`src/rtl/lchp_pkg.sv`:
```
// shared types, constants and arctangent table of the lab to lch converter
`timescale 1ns / 1ps
`default_nettype none
package lchp_pkg;

	localparam int CORDIC_STAGES_DEF = 16;
	localparam int STAGES_MAX = 24;

	// widths of fields and datapath
	localparam int LW = 15;
	localparam int CW = 16;
	localparam int WRW = 4;
	localparam int GUARD_BITS = 14;
	localparam int XW = 33;
	localparam int ZW = 26;
	localparam int ZUW = 25;

	// angle constants in 2^-16 degree units, HUE_TURN in 1/128 degree units
	localparam logic signed [ZW-1:0] ANG_HALF_TURN = 26'sd11796480;
	localparam logic [ZUW-1:0] ANG_FULL_TURN = 25'd23592960;
	localparam logic [16:0] HUE_TURN = 17'd46080;

	// inverse cordic gain in Q0.32
	localparam logic [31:0] INV_GAIN_Q32 = 32'd2608131496;
	localparam int CHROMA_SHIFT = 32 + GUARD_BITS;

	typedef struct packed {
		logic signed [XW-1:0] x;
		logic signed [XW-1:0] y;
		logic signed [ZW-1:0] z;
	} cordic_vec_t;

	typedef struct packed {
		logic zero;
		logic [LW-1:0] lightness;
		logic [WRW-1:0] wref;
	} lch_side_t;

	// atan(2^-i) in 2^-16 degree units, rounded to nearest
	function automatic logic [21:0] atan_entry(input logic [4:0] i);
		logic [21:0] r;
		case (i)
			5'd0: r = 22'd2949120;
			5'd1: r = 22'd1740967;
			5'd2: r = 22'd919879;
			5'd3: r = 22'd466945;
			5'd4: r = 22'd234379;
			5'd5: r = 22'd117304;
			5'd6: r = 22'd58666;
			5'd7: r = 22'd29335;
			5'd8: r = 22'd14668;
			5'd9: r = 22'd7334;
			5'd10: r = 22'd3667;
			5'd11: r = 22'd1833;
			5'd12: r = 22'd917;
			5'd13: r = 22'd458;
			5'd14: r = 22'd229;
			5'd15: r = 22'd115;
			5'd16: r = 22'd57;
			5'd17: r = 22'd29;
			5'd18: r = 22'd14;
			5'd19: r = 22'd7;
			5'd20: r = 22'd4;
			5'd21: r = 22'd2;
			5'd22: r = 22'd1;
			default: r = 22'd0;
		endcase
		return r;
	endfunction

endpackage
`default_nettype wire

```
`src/rtl/lchp_post.sv`:
```
// gain correction, hue wrap and rounding, output registers
`timescale 1ns / 1ps
`default_nettype none
module lchp_post
	import lchp_pkg::*;
(
	input wire logic clk,
	input wire logic arst_n,
	input wire logic in_valid,
	input cordic_vec_t in_vec,
	input lch_side_t in_side,
	output logic done,
	output logic [LW-1:0] lightness_out,
	output logic [CW-1:0] chroma,
	output logic [CW-1:0] hue,
	output logic [WRW-1:0] white_ref_out
);

	logic valid_s1;
	logic [63:0] prod_s1;
	logic [ZUW-1:0] zw_s1;
	lch_side_t side_s1;
	logic [ZUW-1:0] zw_d;
	logic [63:0] prod_rnd;
	logic [17:0] chroma_full;
	logic [ZUW:0] hue_sum;
	logic [16:0] hue_full;
	logic [CW-1:0] chroma_d;
	logic [CW-1:0] hue_d;

	// bring a negative angle into one turn
	always_comb begin
		if (in_vec.z[ZW-1]) begin
			zw_d = ZUW'(in_vec.z) + ANG_FULL_TURN;
		end else begin
			zw_d = ZUW'(in_vec.z);
		end
	end

	always_ff @(posedge clk or negedge arst_n) begin
		if (!arst_n) begin
			valid_s1 <= 1'b0;
			done <= 1'b0;
		end else begin
			valid_s1 <= in_valid;
			done <= valid_s1;
		end
	end

	// x is never negative and stays below 2^31
	always_ff @(posedge clk) begin
		prod_s1 <= 64'(in_vec.x[31:0]) * 64'(INV_GAIN_Q32);
		zw_s1 <= zw_d;
		side_s1 <= in_side;
	end

	// round half up, saturate chroma, wrap a hue of a full turn to zero, zero both for a zero vector
	always_comb begin
		prod_rnd = prod_s1 + (64'd1 << (CHROMA_SHIFT - 1));
		chroma_full = 18'(prod_rnd >> CHROMA_SHIFT);
		hue_sum = {1'b0, zw_s1} + (ZUW + 1)'(256);
		hue_full = hue_sum[ZUW:9];
		if (chroma_full > 18'd65535) begin
			chroma_d = 16'hffff;
		end else begin
			chroma_d = chroma_full[CW-1:0];
		end
		if (hue_full >= HUE_TURN) begin
			hue_d = '0;
		end else begin
			hue_d = hue_full[CW-1:0];
		end
		if (side_s1.zero) begin
			chroma_d = '0;
			hue_d = '0;
		end
	end

	// result registers
	always_ff @(posedge clk) begin
		lightness_out <= side_s1.lightness;
		chroma <= chroma_d;
		hue <= hue_d;
		white_ref_out <= side_s1.wref;
	end

endmodule
`default_nettype wire

```
`config.mk`:
```
export PLATFORM = sky130hd
export DESIGN_NAME = lchp_post
export DESIGN_NICKNAME = d
export VERILOG_FILES = /design/src/rtl/lchp_pkg.sv /design/src/rtl/lchp_post.sv
export SDC_FILE = /design/constraint.sdc
export NUM_CORES = 1
export LEC_CHECK = 0
export ABC_CLOCK_PERIOD_IN_PS = 2800
export BUFFER_PORTS_ARGS = -buffer_cell sky130_fd_sc_hd__clkbuf_2
export CORE_MARGIN = 2
export CORE_UTILIZATION = 45
export CTS_BUF_LIST = sky130_fd_sc_hd__clkbuf_4
export CTS_CLUSTER_DIAMETER = 40
export DETAILED_ROUTE_END_ITERATION = 16
export SYNTH_ARGS = -nofsm -noshare
export SYNTH_HDL_FRONTEND = slang
export SYNTH_SLANG_ARGS = --single-unit
```
`constraint.sdc`:
```
create_clock -name clk -period 2.8 [get_ports clk]
set_input_delay 0.28 -clock clk [delete_from_list [all_inputs] [get_ports clk]]
set_output_delay 0.28 -clock clk [all_outputs]
set_load 0.03 [all_outputs]
```
==> results of run 1 <==
[per-layer routing]
layer,vias to the layer above,share of wire (%),routed length (um),GRT usage [%]
met2,292,49,26860,42.66
met1,7288,44,23750,32.63
met4,0,2.9,1585,6.005
met3,78,4.4,2381,2.985
met5,-,0,0,0
li1,6816,-,-,-
[cell type report]
| class | count | area, sq um |
|---|---|---|
| sequential | 109 | 2192 |
| timing repair buffer | 470 | 3401 |
| clock inverter | 6 | 37.54 |
| clock buffer | 10 | 75.07 |
| tap | 600 | 750.7 |
| fill | 4035 | 20060 |
| inverter | 717 | 2714 |
| multi-input combinational | 1149 | 15960 |
[cells by family after synthesis]
group / count (synthesis) / synth area share (%)
adders and majority gates: 814 / 66.26
buffers and inverters: 723 / 13.21
and+or+nand+nor: 145 / 3.458
AOI/OAI and AO/OA: 135 / 4.055
DFF: 109 / 10.67
xor gates and xnor gates: 54 / 2.301
muxes: 1 / 0.05479
[state kept, by name (all words and copies together) (netlist names)]
name / count
valid_s1: 1
side_s1: 20
done: 1
chroma: 16
prod_s1: 19
zw_s1: 17
white_ref_out: 4
lightness_out: 15
hue: 16
[synth_stat cells (all sizes together)]
master   count
fa         457
a31oi        3
nand2b       3
nand3       20
o41a         1
a21oi       55
dfrtp        2
nor3        10
or3          2
nor2b        2
o41ai        1
a21boi       2
nand4        6
o31ai        3
and4         3
buf          1
nor4         2
mux2         1
xor2        25
o211ai       4
clkbuf       5
and3        16
a21o        20
o21a         2
or2          1
a2111oi      1
o22ai        1
dfxtp      107
inv        717
nor3b        1
o21bai       2
xnor2       29
a41oi        1
nand3b       1
a221oi       3
a211o        1
o21ai       27
a211oi       8
and2         3
nor2        36
ha         357
nand2       38
or4          1
[stage by stage]
stage / TNS, ns / utilization, %
final: -69.36 / 55.61
after global routing: -72.74 / 55.61
after CTS: -68.22 / 55.11
after detailed placement: -81.05 / 53.63
after global placement: -79.82 / 53.63
after floorplan: -64.46 / -
[final timing paths]
kind,startpoint,endpoint,slack [ns],cells after the start
worst max-delay path,in_vec[72],prod_s1[63]$_DFF_P_,-3.92,27
worst min-delay path,in_vec[22],zw_s1[22]$_DFF_P_,0.05,2
worst max register to register,zw_s1[9]$_DFF_P_,hue[7]$_SDFF_PP0_,0.26,9
worst min register to register,side_s1[2]$_DFF_P_,white_ref_out[2]$_DFF_P_,0.33,0
max in group asynchronous,arst_n,done$_DFF_PN0_,2.55,2
min in group asynchronous,arst_n,valid_s1$_DFF_PN0_,0.15,2
[worst max-delay path, stage by stage]
cell	delay, ns
sky130_fd_sc_hd__clkbuf_16	0.12
sky130_fd_sc_hd__clkinvlp_4	0.12
sky130_fd_sc_hd__buf_6	0.14
sky130_fd_sc_hd__fa_1	0.45
sky130_fd_sc_hd__fa_1	0.50
sky130_fd_sc_hd__inv_1	0.05
sky130_fd_sc_hd__fa_1	0.52
sky130_fd_sc_hd__inv_2	0.06
sky130_fd_sc_hd__fa_1	0.54
sky130_fd_sc_hd__inv_1	0.05
sky130_fd_sc_hd__fa_1	0.50
sky130_fd_sc_hd__fa_1	0.44
sky130_fd_sc_hd__fa_1	0.50
sky130_fd_sc_hd__inv_1	0.05
sky130_fd_sc_hd__fa_1	0.49
sky130_fd_sc_hd__inv_2	0.04
sky130_fd_sc_hd__ha_4	0.23
sky130_fd_sc_hd__a211oi_2	0.18
sky130_fd_sc_hd__o21ai_1	0.10
sky130_fd_sc_hd__a211oi_2	0.34
sky130_fd_sc_hd__o211ai_1	0.20
sky130_fd_sc_hd__o21ai_4	0.30
sky130_fd_sc_hd__a211oi_4	0.11
sky130_fd_sc_hd__o211ai_1	0.30
sky130_fd_sc_hd__a21oi_2	0.11
sky130_fd_sc_hd__o41a_1	0.33
sky130_fd_sc_hd__o21ai_1	0.07
[what timing repair did]
action / 4_1_cts / 5_1_grt
setup buffers: 7 / 6
gates resized for setup: 41 / 35
hold endpoints to repair: 35 / 1
endpoints found under the setup margin: 19 / 19
pin swaps: 28 / 33
hold buffers: 34 / 1
==> Implementation_results.wiki, run 1 <==
{| class="wikitable"
! Metric !! Value
|-
| Period minus WS final || between 6 and 7 ns
|-
| Pre-CTS worst setup slack || -4.507 ns
|-
| Number of buffers on the longest clock path || 2
|-
| Crit path setup slack, layout || -3.920 ns
|-
| Top library cells by usage in the layout, fill and taps aside || 701 x sky130_fd_sc_hd__inv_1, 455 x sky130_fd_sc_hd__fa_1, 343 x sky130_fd_sc_hd__ha_1
|-
| Via count of the first global-routing pass || 16660
|-
| Worst hold path type || primary input to flop
|-
| Max-cap viol count || 0
|-
| Synth Instances || between 1500 and 2000
|-
| Largest net degree at the start of global routing || 19
|-
| Share of the clock period used by the worst path || 240.0%
|-
| Count of port buffers added during placement || about 120
|-
| WP data required || 3.20 ns
|-
| Wire length of the first global-routing pass || 88.45 mm
|-
| Sequential cell area fraction in the yosys report || a little over a tenth
|-
| Via count of the routed design || roughly 14000
|-
| Syn. warnings || 0
|-
| Starting Density || a little under half
|-
| Detailed Place HPWL || 50.19 mm
|-
| Worst skew pair latency || between 0.4 and 0.5 ns
|-
| Antenna-violating nets left || 0
|-
| Antenna violations before repair || 0
|-
| Fraction of final layout cells with drive strength greater than 1 || 20.93%
|-
| Start-to-end type of the worst setup path || primary input to flop
|-
| Maximum operating frequency || approximately 150 MHz
|-
| Drt first-iter violations || slightly above 600
|-
| P&R area growth vs syn || 22.28%
|-
| Root buffer cell || sky130_fd_sc_hd__clkbuf_4
|-
| Count of final setup violators || 19
|-
| Element type at the critical path start || primary input
|-
| Global route overflow || 0
|-
| Total Die Area || around 0.047 sq mm
|-
| Ratio of routed vias to standard cells || roughly 4.7
|-
| Library cell occupying the most area in the post-synthesis netlist || sky130_fd_sc_hd__fa_1
|-
| Die extent in y || around 220 um
|-
| Distinct cell type count after synthesis || just under 50
|-
| Total number of placement rows || about 80
|-
| Top-level port count || 167
|-
| Crit path max fanout || 4
|-
| Overall routing resource usage || between 20% and 30%
|-
| Failing checks || setup timing
|-
| Data arrival time at the worst-slack endpoint || 7.12 ns
|-
| Pins Over Slew Limit || 0
|-
| Average footprint of a synthesized cell || between 10 and 15 sq um
|-
| TritonCTS clock tree || built
|-
| Sort of element at the end of the critical path || flop
|-
| Total Routed Length || between 50 and 60 mm
|-
| Fin Clk Skew || approximately 0.014 ns
|-
| CORE AREA || 0.04519 sq mm
|-
| Cell types with the largest area share after synthesis || sky130_fd_sc_hd__fa_1 45%, sky130_fd_sc_hd__ha_1 22%, sky130_fd_sc_hd__inv_1 13%
|-
| Clock-pin slew on the worst setup and hold paths || about 0.15 ns
|-
| Setup repair after global routing missed its margin || true
|-
| Post-Syn Area || 0.02055 sq mm
|-
| Fin nets || approximately 3400
|-
| Final Non-Filler Cells || ~3100
|-
| Worst Tran Pin Value || slightly below 0.8 ns
|-
| H-tree lvl count || 3
|-
| Gpl congestion || ~0.97
|-
| Run status || finished, violations left
|-
| Remaining routing DRC violations || 0
|-
| Diodes inserted || 0
|-
| Number of synthesized register bits || between 100 and 150
|-
| Clock Sinks || approximately 110
|-
| Worst Hold Slack || 0.04769 ns
|-
| Area share of the leading cell type in the synthesized netlist || 44.52%
|-
| Area after detailed placement || 0.02423 sq mm
|-
| TritonRoute pass-1 iters || 7
|-
| Die X-Extent || ~220 um
|-
| Most frequent standard cell in the layout excluding fill and tap cells || sky130_fd_sc_hd__inv_1
|-
| Number of nets in the synthesized netlist || 2910
|-
| Placed Cells incl. Taps || around 3000
|-
| Final hold violation count || 0
|-
| Routed wirelength normalized by instance count || approximately 18 um
|-
| Number of buffers created by CTS || 9
|-
| Final instance area || between 0.02 and 0.03 sq mm
|-
| Max-slew headroom at the worst pin || a little under half
|}
Power of run 1 is left out: the tool's default activity adds up to more than one toggle a clock period on the data nets, which glitch-free logic cannot reach.
==> run 2, diff against run 1 <==
--- a/config.mk
+++ b/config.mk
@@ -5,6 +5,7 @@
 export SDC_FILE = /design/constraint.sdc
 export NUM_CORES = 1
 export LEC_CHECK = 0
+export ABC_AREA = 1
 export ABC_CLOCK_PERIOD_IN_PS = 2800
 export BUFFER_PORTS_ARGS = -buffer_cell sky130_fd_sc_hd__clkbuf_2
 export CORE_MARGIN = 2
==> run 2 against run 1 <==
Net effect:
- setup slack improved by 1.1 ns
- cell count increased by 29%
- global-route usage increased by 1.8 points
- the flow still finishes with violations (setup timing)
- sequential share of layout area shrank 1.2 points
- first-iteration DRC count is 48% higher
- synthesized cell count up 40%
- hold slack got worse by 0.0030 ns
- wire length up 24%
==> Implementation_results.wiki, run 2 <==
{| class="wikitable"
! Metric !! Value
|-
| Top-level port count || between 150 and 200
|-
| Crit path setup slack, layout || -2.837 ns
|-
| Synth Instances || approximately 2800
|-
| CORE AREA || between 0.05 and 0.06 sq mm
|-
| Max reg flops || 20
|-
| Wire length of the first global-routing pass || between 100 and 150 mm
|-
| Max-slew headroom at the worst pin || 71.67%
|-
| Top Registers || side_s1 (20), prod_s1 (19), zw_s1 (17)
|-
| TritonRoute pass-1 iters || 5
|-
| Library cell occupying the most area in the post-synthesis netlist || sky130_fd_sc_hd__fa_1
|-
| Number of buffers on the longest clock path || 2
|-
| Area share of the leading cell type in the synthesized netlist || between 30 and 40%
|-
| Failing checks || setup timing
|-
| Distinct cell type count after synthesis || 32
|-
| Crit path max fanout || 4
|-
| Average footprint of a synthesized cell || 8.414 sq um
|-
| Worst reg2reg setup slack || about 0.84 ns
|-
| Via count of the routed design || between 15000 and 20000
|-
| Total Die Area || between 0.05 and 0.06 sq mm
|-
| Final hold violation count || 0
|-
| Clock-pin slew on the worst setup and hold paths || roughly 0.18 ns
|-
| Overall routing resource usage || between 20% and 30%
|-
| Syn. warnings || 0
|-
| Uppermost layer routed || met4
|-
| Clock Sinks || between 100 and 150
|-
| Register ranked first by flip-flop count || side_s1
|-
| Worst hold path type || primary input to flop
|-
| Fin Clk Skew || between 0.02 and 0.025 ns
|-
| Top library cells by usage in the layout, fill and taps aside || 913 x sky130_fd_sc_hd__inv_1, 444 x sky130_fd_sc_hd__nand2_1, 439 x sky130_fd_sc_hd__fa_1
|-
| Number of nets in the synthesized netlist || ~3700
|-
| Synth Flop Type || sky130_fd_sc_hd__dfxtp_1
|-
| Largest net degree at the start of global routing || 23
|-
| TritonCTS clock tree || built
|-
| Total Routed Length || ~68 mm
|-
| Maximum operating frequency || between 150 and 200 MHz
|-
| Routed wirelength normalized by instance count || ~17 um
|-
| Share of synthesized flip-flops with an asynchronous set or reset || between 1.5 and 2%
|-
| Count of final setup violators || 19
|-
| Fraction of final layout cells with drive strength greater than 1 || 22.28%
|-
| WP data required || between 3 and 4 ns
|-
| Drt first-iter violations || 902
|-
| Filler cell count in the final layout || roughly 4700
|-
| Remaining routing DRC violations || 0
|-
| Number of buffers created by CTS || 9
|-
| Cell types with the largest area share after synthesis || sky130_fd_sc_hd__fa_1 39%, sky130_fd_sc_hd__ha_1 19%, sky130_fd_sc_hd__inv_1 15%
|-
| Root buffer cell || sky130_fd_sc_hd__clkbuf_4
|-
| P&R area growth vs syn || 24.86%
|-
| Via count of the first global-routing pass || roughly 20000
|-
| Setup repair after global routing missed its margin || true
|-
| Element type at the critical path start || primary input
|-
| Run status || finished, violations left
|-
| Detailed-routed wire length on met2 || roughly 32 mm
|-
| Die extent in y || 231.4 um
|-
| Leading post-synthesis cells by instance count || 956 x sky130_fd_sc_hd__inv_1, 514 x sky130_fd_sc_hd__nand2_1, 457 x sky130_fd_sc_hd__fa_1, 357 x sky130_fd_sc_hd__ha_1, 128 x sky130_fd_sc_hd__nor2_1
|-
| Most frequent standard cell in the layout excluding fill and tap cells || sky130_fd_sc_hd__inv_1
|-
| Pre-CTS worst setup slack || -3.620 ns
|-
| Met3 wirelength from detailed routing || between 3 and 4 mm
|-
| Post-Syn Area || 0.02326 sq mm
|-
| Worst Tran Pin Value || approximately 0.42 ns
|-
| Number of cell instances on the worst register-to-register path || 10
|-
| Starting Density || a little under half
|-
| Ratio of routed vias to standard cells || approximately 4.7
|-
| Sort of element at the end of the critical path || flop
|-
| Antenna violations before repair || 0
|-
| Count of port buffers added during placement || approximately 120
|-
| Number of flops mapped to enable cells by yosys || 0
|-
| Setup tns final || -52.98 ns
|-
| Pins Over Slew Limit || 0
|-
| Number of synthesized register bits || 109
|-
| Die X-Extent || 231.4 um
|-
| Worst skew pair latency || 0.48 ns
|-
| Global route overflow || 0
|-
| Gpl congestion || between 0.9 and 1
|-
| H-tree lvl count || 3
|-
| Detailed Place HPWL || between 60 and 70 mm
|-
| Period minus WS final || 5.637 ns
|-
| Antenna-violating nets left || 0
|-
| Data arrival time at the worst-slack endpoint || roughly 6.0 ns
|-
| Sequential cell area fraction in the yosys report || approximately a tenth
|-
| Number of stages on the worst hold path || 3
|-
| Sum of routed wire segments on met1 || between 30 and 40 mm
|-
| Share of the clock period used by the worst path || 201.3%
|-
| Start-to-end type of the worst setup path || primary input to flop
|-
| Count leader, synth || sky130_fd_sc_hd__inv_1
|-
| Fin nets || 4200
|-
| Max-cap viol count || 0
|-
| Total number of placement rows || slightly above 80
|}
run 2: cell count changes after synthesis, sizes merged, moves of 8 or more:
| cell | change |
|---|---|
| a211oi | -8 |
| a21o | -20 |
| and3 | -15 |
| inv | +240 |
| nand2 | +480 |
| nand3 | +62 |
| nand4 | +15 |
| nor2 | +96 |
| nor3 | +13 |
| o21ai | -20 |
| xnor2 | -18 |
run 2: worst paths after layout:
path                                           from                  endpoint
min in group asynchronous                    arst_n            done$_DFF_PN0_
worst min register to register   side_s1[0]$_DFF_P_  white_ref_out[0]$_DFF_P_
worst max-delay path                     in_vec[71]       prod_s1[62]$_DFF_P_
worst min-delay path                     in_vec[22]         zw_s1[22]$_DFF_P_
max in group asynchronous                    arst_n        valid_s1$_DFF_PN0_
worst max register to register  prod_s1[45]$_DFF_P_     chroma[11]$_SDFF_PP0_
run 2: area by class of cell:
cell class,instances,area (sq um),area share [%]
Antenna cell,1,2.502,0.008615
Clock buffer,9,67.56,0.2326
Clock inverter,7,81.33,0.2800
Inverter,957,3631,12.50
Multi-Input combinational cell,1695,18530,63.78
Sequential cell,109,2192,7.547
Tap cell,680,850.8,2.929
Timing Repair Buffer,499,3696,12.72
run 2: timing repair:
item,in CTS,in global routing
hold buffers,35,0
resized for setup,170,93
hold endpoints to repair,36,0
pin swaps,74,61
cloned,0,0
setup endpoints to repair,19,19
buffers inserted,16,10
run 2: metrics by stage:
stage | utilization, % | hold slack (ns) | std cells | area (sq um)
final | 56.74 | 0.04468 | 3957 | 29050
after global routing | 56.73 | 0.006935 | 3956 | 29050
after CTS | 55.82 | 0.007959 | 3946 | 28580
after detailed placement | 53.28 | 0.07425 | 3879 | 27280
after global placement | 53.28 | 0.06550 | 3879 | 27280
after floorplan | - | -0.01559 | 2765 | 23460
run 2: cells by family (layout without fill, tap and decap cells):
| group | Yosys count | after routing | synth area share, % |
|---|---|---|---|
| flip-flops | 109 | 109 | 9.422 |
| AND/OR/NAND/NOR | 786 | 786 | 13.85 |
| buffers and inverters | 961 | 1472 | 15.59 |
| XOR/XNOR | 32 | 32 | 1.205 |
| other | 0 | 1 | 0 |
| adder cells (fa/ha/maj) | 814 | 814 | 58.52 |
| AO/OA/AOI/OAI | 63 | 63 | 1.404 |
run 2: critical path, cell delays in order:
cell,delay (ns)
sky130_fd_sc_hd__clkbuf_16,0.11
sky130_fd_sc_hd__clkinvlp_4,0.10
sky130_fd_sc_hd__buf_6,0.13
sky130_fd_sc_hd__fa_1,0.48
sky130_fd_sc_hd__fa_1,0.51
sky130_fd_sc_hd__inv_2,0.04
sky130_fd_sc_hd__fa_1,0.51
sky130_fd_sc_hd__inv_2,0.05
sky130_fd_sc_hd__fa_1,0.53
sky130_fd_sc_hd__inv_1,0.05
sky130_fd_sc_hd__fa_1,0.49
sky130_fd_sc_hd__fa_1,0.43
sky130_fd_sc_hd__fa_1,0.50
sky130_fd_sc_hd__inv_1,0.05
sky130_fd_sc_hd__fa_1,0.49
sky130_fd_sc_hd__inv_2,0.05
sky130_fd_sc_hd__ha_4,0.31
sky130_fd_sc_hd__nand2_8,0.08
sky130_fd_sc_hd__nor2_4,0.23
sky130_fd_sc_hd__buf_4,0.15
sky130_fd_sc_hd__buf_6,0.08
sky130_fd_sc_hd__nand3_2,0.07
sky130_fd_sc_hd__nor2_1,0.09
sky130_fd_sc_hd__nand2_1,0.07
sky130_fd_sc_hd__nand3_1,0.08
sky130_fd_sc_hd__nand2_1,0.05
run 2: per-layer routing:
metal	vias to the layer above	GRT usage, %
met5	-	0
met4	0	4.940
met3	75	2.916
met2	404	44.99
met1	9093	36.36
li1	8971	-
Power of run 2 is left out for the same reason.
==> run 3, diff against run 2 <==
--- a/config.mk
+++ b/config.mk
@@ -13,6 +13,7 @@
 export CTS_BUF_LIST = sky130_fd_sc_hd__clkbuf_4
 export CTS_CLUSTER_DIAMETER = 40
 export DETAILED_ROUTE_END_ITERATION = 16
+export MAX_ROUTING_LAYER = met4
 export SYNTH_ARGS = -nofsm -noshare
 export SYNTH_HDL_FRONTEND = slang
 export SYNTH_SLANG_ARGS = --single-unit
==> run 3 against run 2 <==
Net effect:
- the run still ends with setup timing left
- non-clock buffer count is 3 lower
- critical path depth increased by 3
- flip-flop and latch count did not move
- via count grew 0.29%
- register-to-register slack better by 0.05 ns
==> Implementation_results.wiki, run 3 (synthesized netlist as in run 2, its figures left out) <==
{| class="wikitable"
! Metric !! Value
|-
| Element type at the critical path start || primary input
|-
| Flip-flop and latch area || 0.002192 sq mm
|-
| End of the worst register-to-register path || chroma[11]$_SDFF_PP0_
|-
| Fin nets || 4197
|-
| WP data required || roughly 3.2 ns
|-
| Top-level port count || between 150 and 200
|-
| Root buffer cell || sky130_fd_sc_hd__clkbuf_4
|-
| Ratio of routed vias to standard cells || about 4.7
|-
| Clock-pin slew on the worst setup and hold paths || 0.17 ns
|-
| Number of buffers on the longest clock path || 2
|-
| Number of buffers created by CTS || 9
|-
| Start-to-end type of the worst setup path || primary input to flop
|-
| Die extent in y || about 230 um
|-
| Final hold violation count || 0
|-
| TritonCTS clock tree || built
|-
| Worst Hold Slack || between 0.05 and 0.06 ns
|-
| Fin Clk Skew || 0.02111 ns
|-
| Cell with the most instances on the worst path || sky130_fd_sc_hd__fa_1
|-
| Crit path buf inv count || 12
|-
| H-tree lvl count || 3
|-
| Period minus WS final || 5.614 ns
|-
| Area taken by multi-input logic gates || approximately 0.018 sq mm
|-
| Global route overflow || 0
|-
| Via count of the first global-routing pass || between 20000 and 25000
|-
| Highest-delay cell along the critical path || sky130_fd_sc_hd__fa_1
|-
| Total Die Area || roughly 0.054 sq mm
|-
| Register ranked first by flip-flop count || side_s1
|-
| Final Util || between 50% and 60%
|-
| Cell family with most CP delay || adder cells
|-
| Maximum operating frequency || about 180 MHz
|-
| Drt first-iter violations || between 900 and 1000
|-
| Startpoint of the worst-slack reg-to-reg timing path || prod_s1[45]$_DFF_P_
|-
| Worst reg2reg setup slack || ~0.89 ns
|-
| Remaining routing DRC violations || 0
|-
| Worst skew pair latency || between 0.4 and 0.5 ns
|-
| Antenna violations before repair || 1
|-
| Overall routing resource usage || a little over a quarter
|-
| Max-cap viol count || 0
|-
| Clock Sinks || 109
|-
| TritonRoute pass-1 iters || 5
|-
| Filler cell count in the final layout || approximately 4800
|-
| Starting Density || about 45%
|-
| Total Routed Length || a little under 70 mm
|-
| Gpl congestion || between 1 and 1.5
|-
| Number of cell instances on the worst register-to-register path || 10
|-
| Total number of placement rows || a little over 80
|-
| Terminating pin of the worst hold path || zw_s1[20]$_DFF_P_
|-
| Largest net degree at the start of global routing || 23
|-
| Crit path setup slack, layout || -2.814 ns
|-
| Most frequent standard cell in the layout excluding fill and tap cells || sky130_fd_sc_hd__inv_1
|-
| Antenna-violating nets left || 0
|-
| Wire length of the first global-routing pass || about 110 mm
|-
| Placed Cells incl. Taps || 3877
|-
| Number of stages on the worst hold path || 3
|-
| Fraction of final layout cells with drive strength greater than 1 || 21.85%
|-
| Pins Over Slew Limit || 0
|-
| Count of port buffers added during placement || approximately 120
|-
| Detailed Place HPWL || between 60 and 70 mm
|-
| Worst hold path type || primary input to flop
|-
| Count of final setup violators || 19
|-
| Top library cells by usage in the layout, fill and taps aside || 913 x sky130_fd_sc_hd__inv_1, 453 x sky130_fd_sc_hd__nand2_1, 442 x sky130_fd_sc_hd__fa_1
|-
| Die X-Extent || around 230 um
|-
| CORE AREA || between 0.05 and 0.06 sq mm
|-
| Top Registers || side_s1 (20), prod_s1 (19), zw_s1 (17)
|-
| Crit path max fanout || 4
|-
| Setup repair after global routing missed its margin || true
|-
| Startpoint of the most critical hold path || in_vec[20]
|-
| Longest individual stage delay on the worst path || 0.53 ns
|-
| Worst Tran Pin Value || around 0.49 ns
|-
| Share of the clock period used by the worst path || 200.5%
|-
| Sort of element at the end of the critical path || flop
|-
| Routed wirelength normalized by instance count || between 15 and 20 um
|-
| P&R area growth vs syn || 24.17%
|-
| Data arrival time at the worst-slack endpoint || about 6 ns
|-
| Failing checks || setup timing
|-
| Max reg flops || 20
|-
| Max-slew headroom at the worst pin || between 60 and 70%
|-
| Setup tns final || -51.93 ns
|-
| Via count of the routed design || between 15000 and 20000
|-
| Final Non-Filler Cells || 3955
|-
| Run status || finished, violations left
|}
[run 3: cell count changes in the layout (fill, tap and decap cells not counted), sizes merged]
cell         before  now
buf             343  337
diode             1    2
dlygate4sd3      35   38
[run 3: what timing repair did]
action	CTS	global route
setup endpoints to repair	19	19
gates resized for setup	110	136
hold buffers	38	0
pin swaps	32	87
endpoints found under the hold margin	38	0
buffers inserted	13	9
[run 3: tightest hold or removal path: stages]
cell and delay (ns):
sky130_fd_sc_hd__clkbuf_2 0.11, sky130_fd_sc_hd__nand2_1 0.05, sky130_fd_sc_hd__nand2_1 0.07
[run 3: worst max-delay path by stage]
stage | startpoint | endpoint | cells after the start
after floorplan | in_vec[67] | prod_s1[45]$_DFF_P_ | 24
after global placement | in_vec[74] | prod_s1[61]$_DFF_P_ | 24
after detailed placement | in_vec[75] | prod_s1[61]$_DFF_P_ | 24
after CTS | in_vec[67] | prod_s1[58]$_DFF_P_ | 27
after global routing | in_vec[71] | prod_s1[58]$_DFF_P_ | 26
final | in_vec[68] | prod_s1[58]$_DFF_P_ | 29
[run 3: cell type report]
type	instances	area share, %
multi-input cells	1695	63.83
diodes	2	0.01733
clock buffers	9	0.2339
well taps	680	2.945
clock inverters	7	0.2815
flip-flops and latches	109	7.588
inverters	957	12.58
repair buffers	496	12.53
[run 3: stage by stage]
step / area [sq um] / setup slack, ns
2_1_floorplan: 23460 / -2.812
3_3_place_gp: 27240 / -3.501
3_5_place_dp: 27240 / -3.508
4_1_cts: 28280 / -2.787
5_1_grt: 28890 / -2.995
6_report: 28890 / -2.814
[run 3: routing by layer]
layer  track usage (%)  part of all wire (%)  up-vias
li1                  -                     -     8971
met3             2.461                   4.9       79
met5                 -                     0        -
met1             36.26                    45     9133
met2             45.39                    48      414
met4             5.302                   2.1        0
Power of run 3 is left out for the same reason.
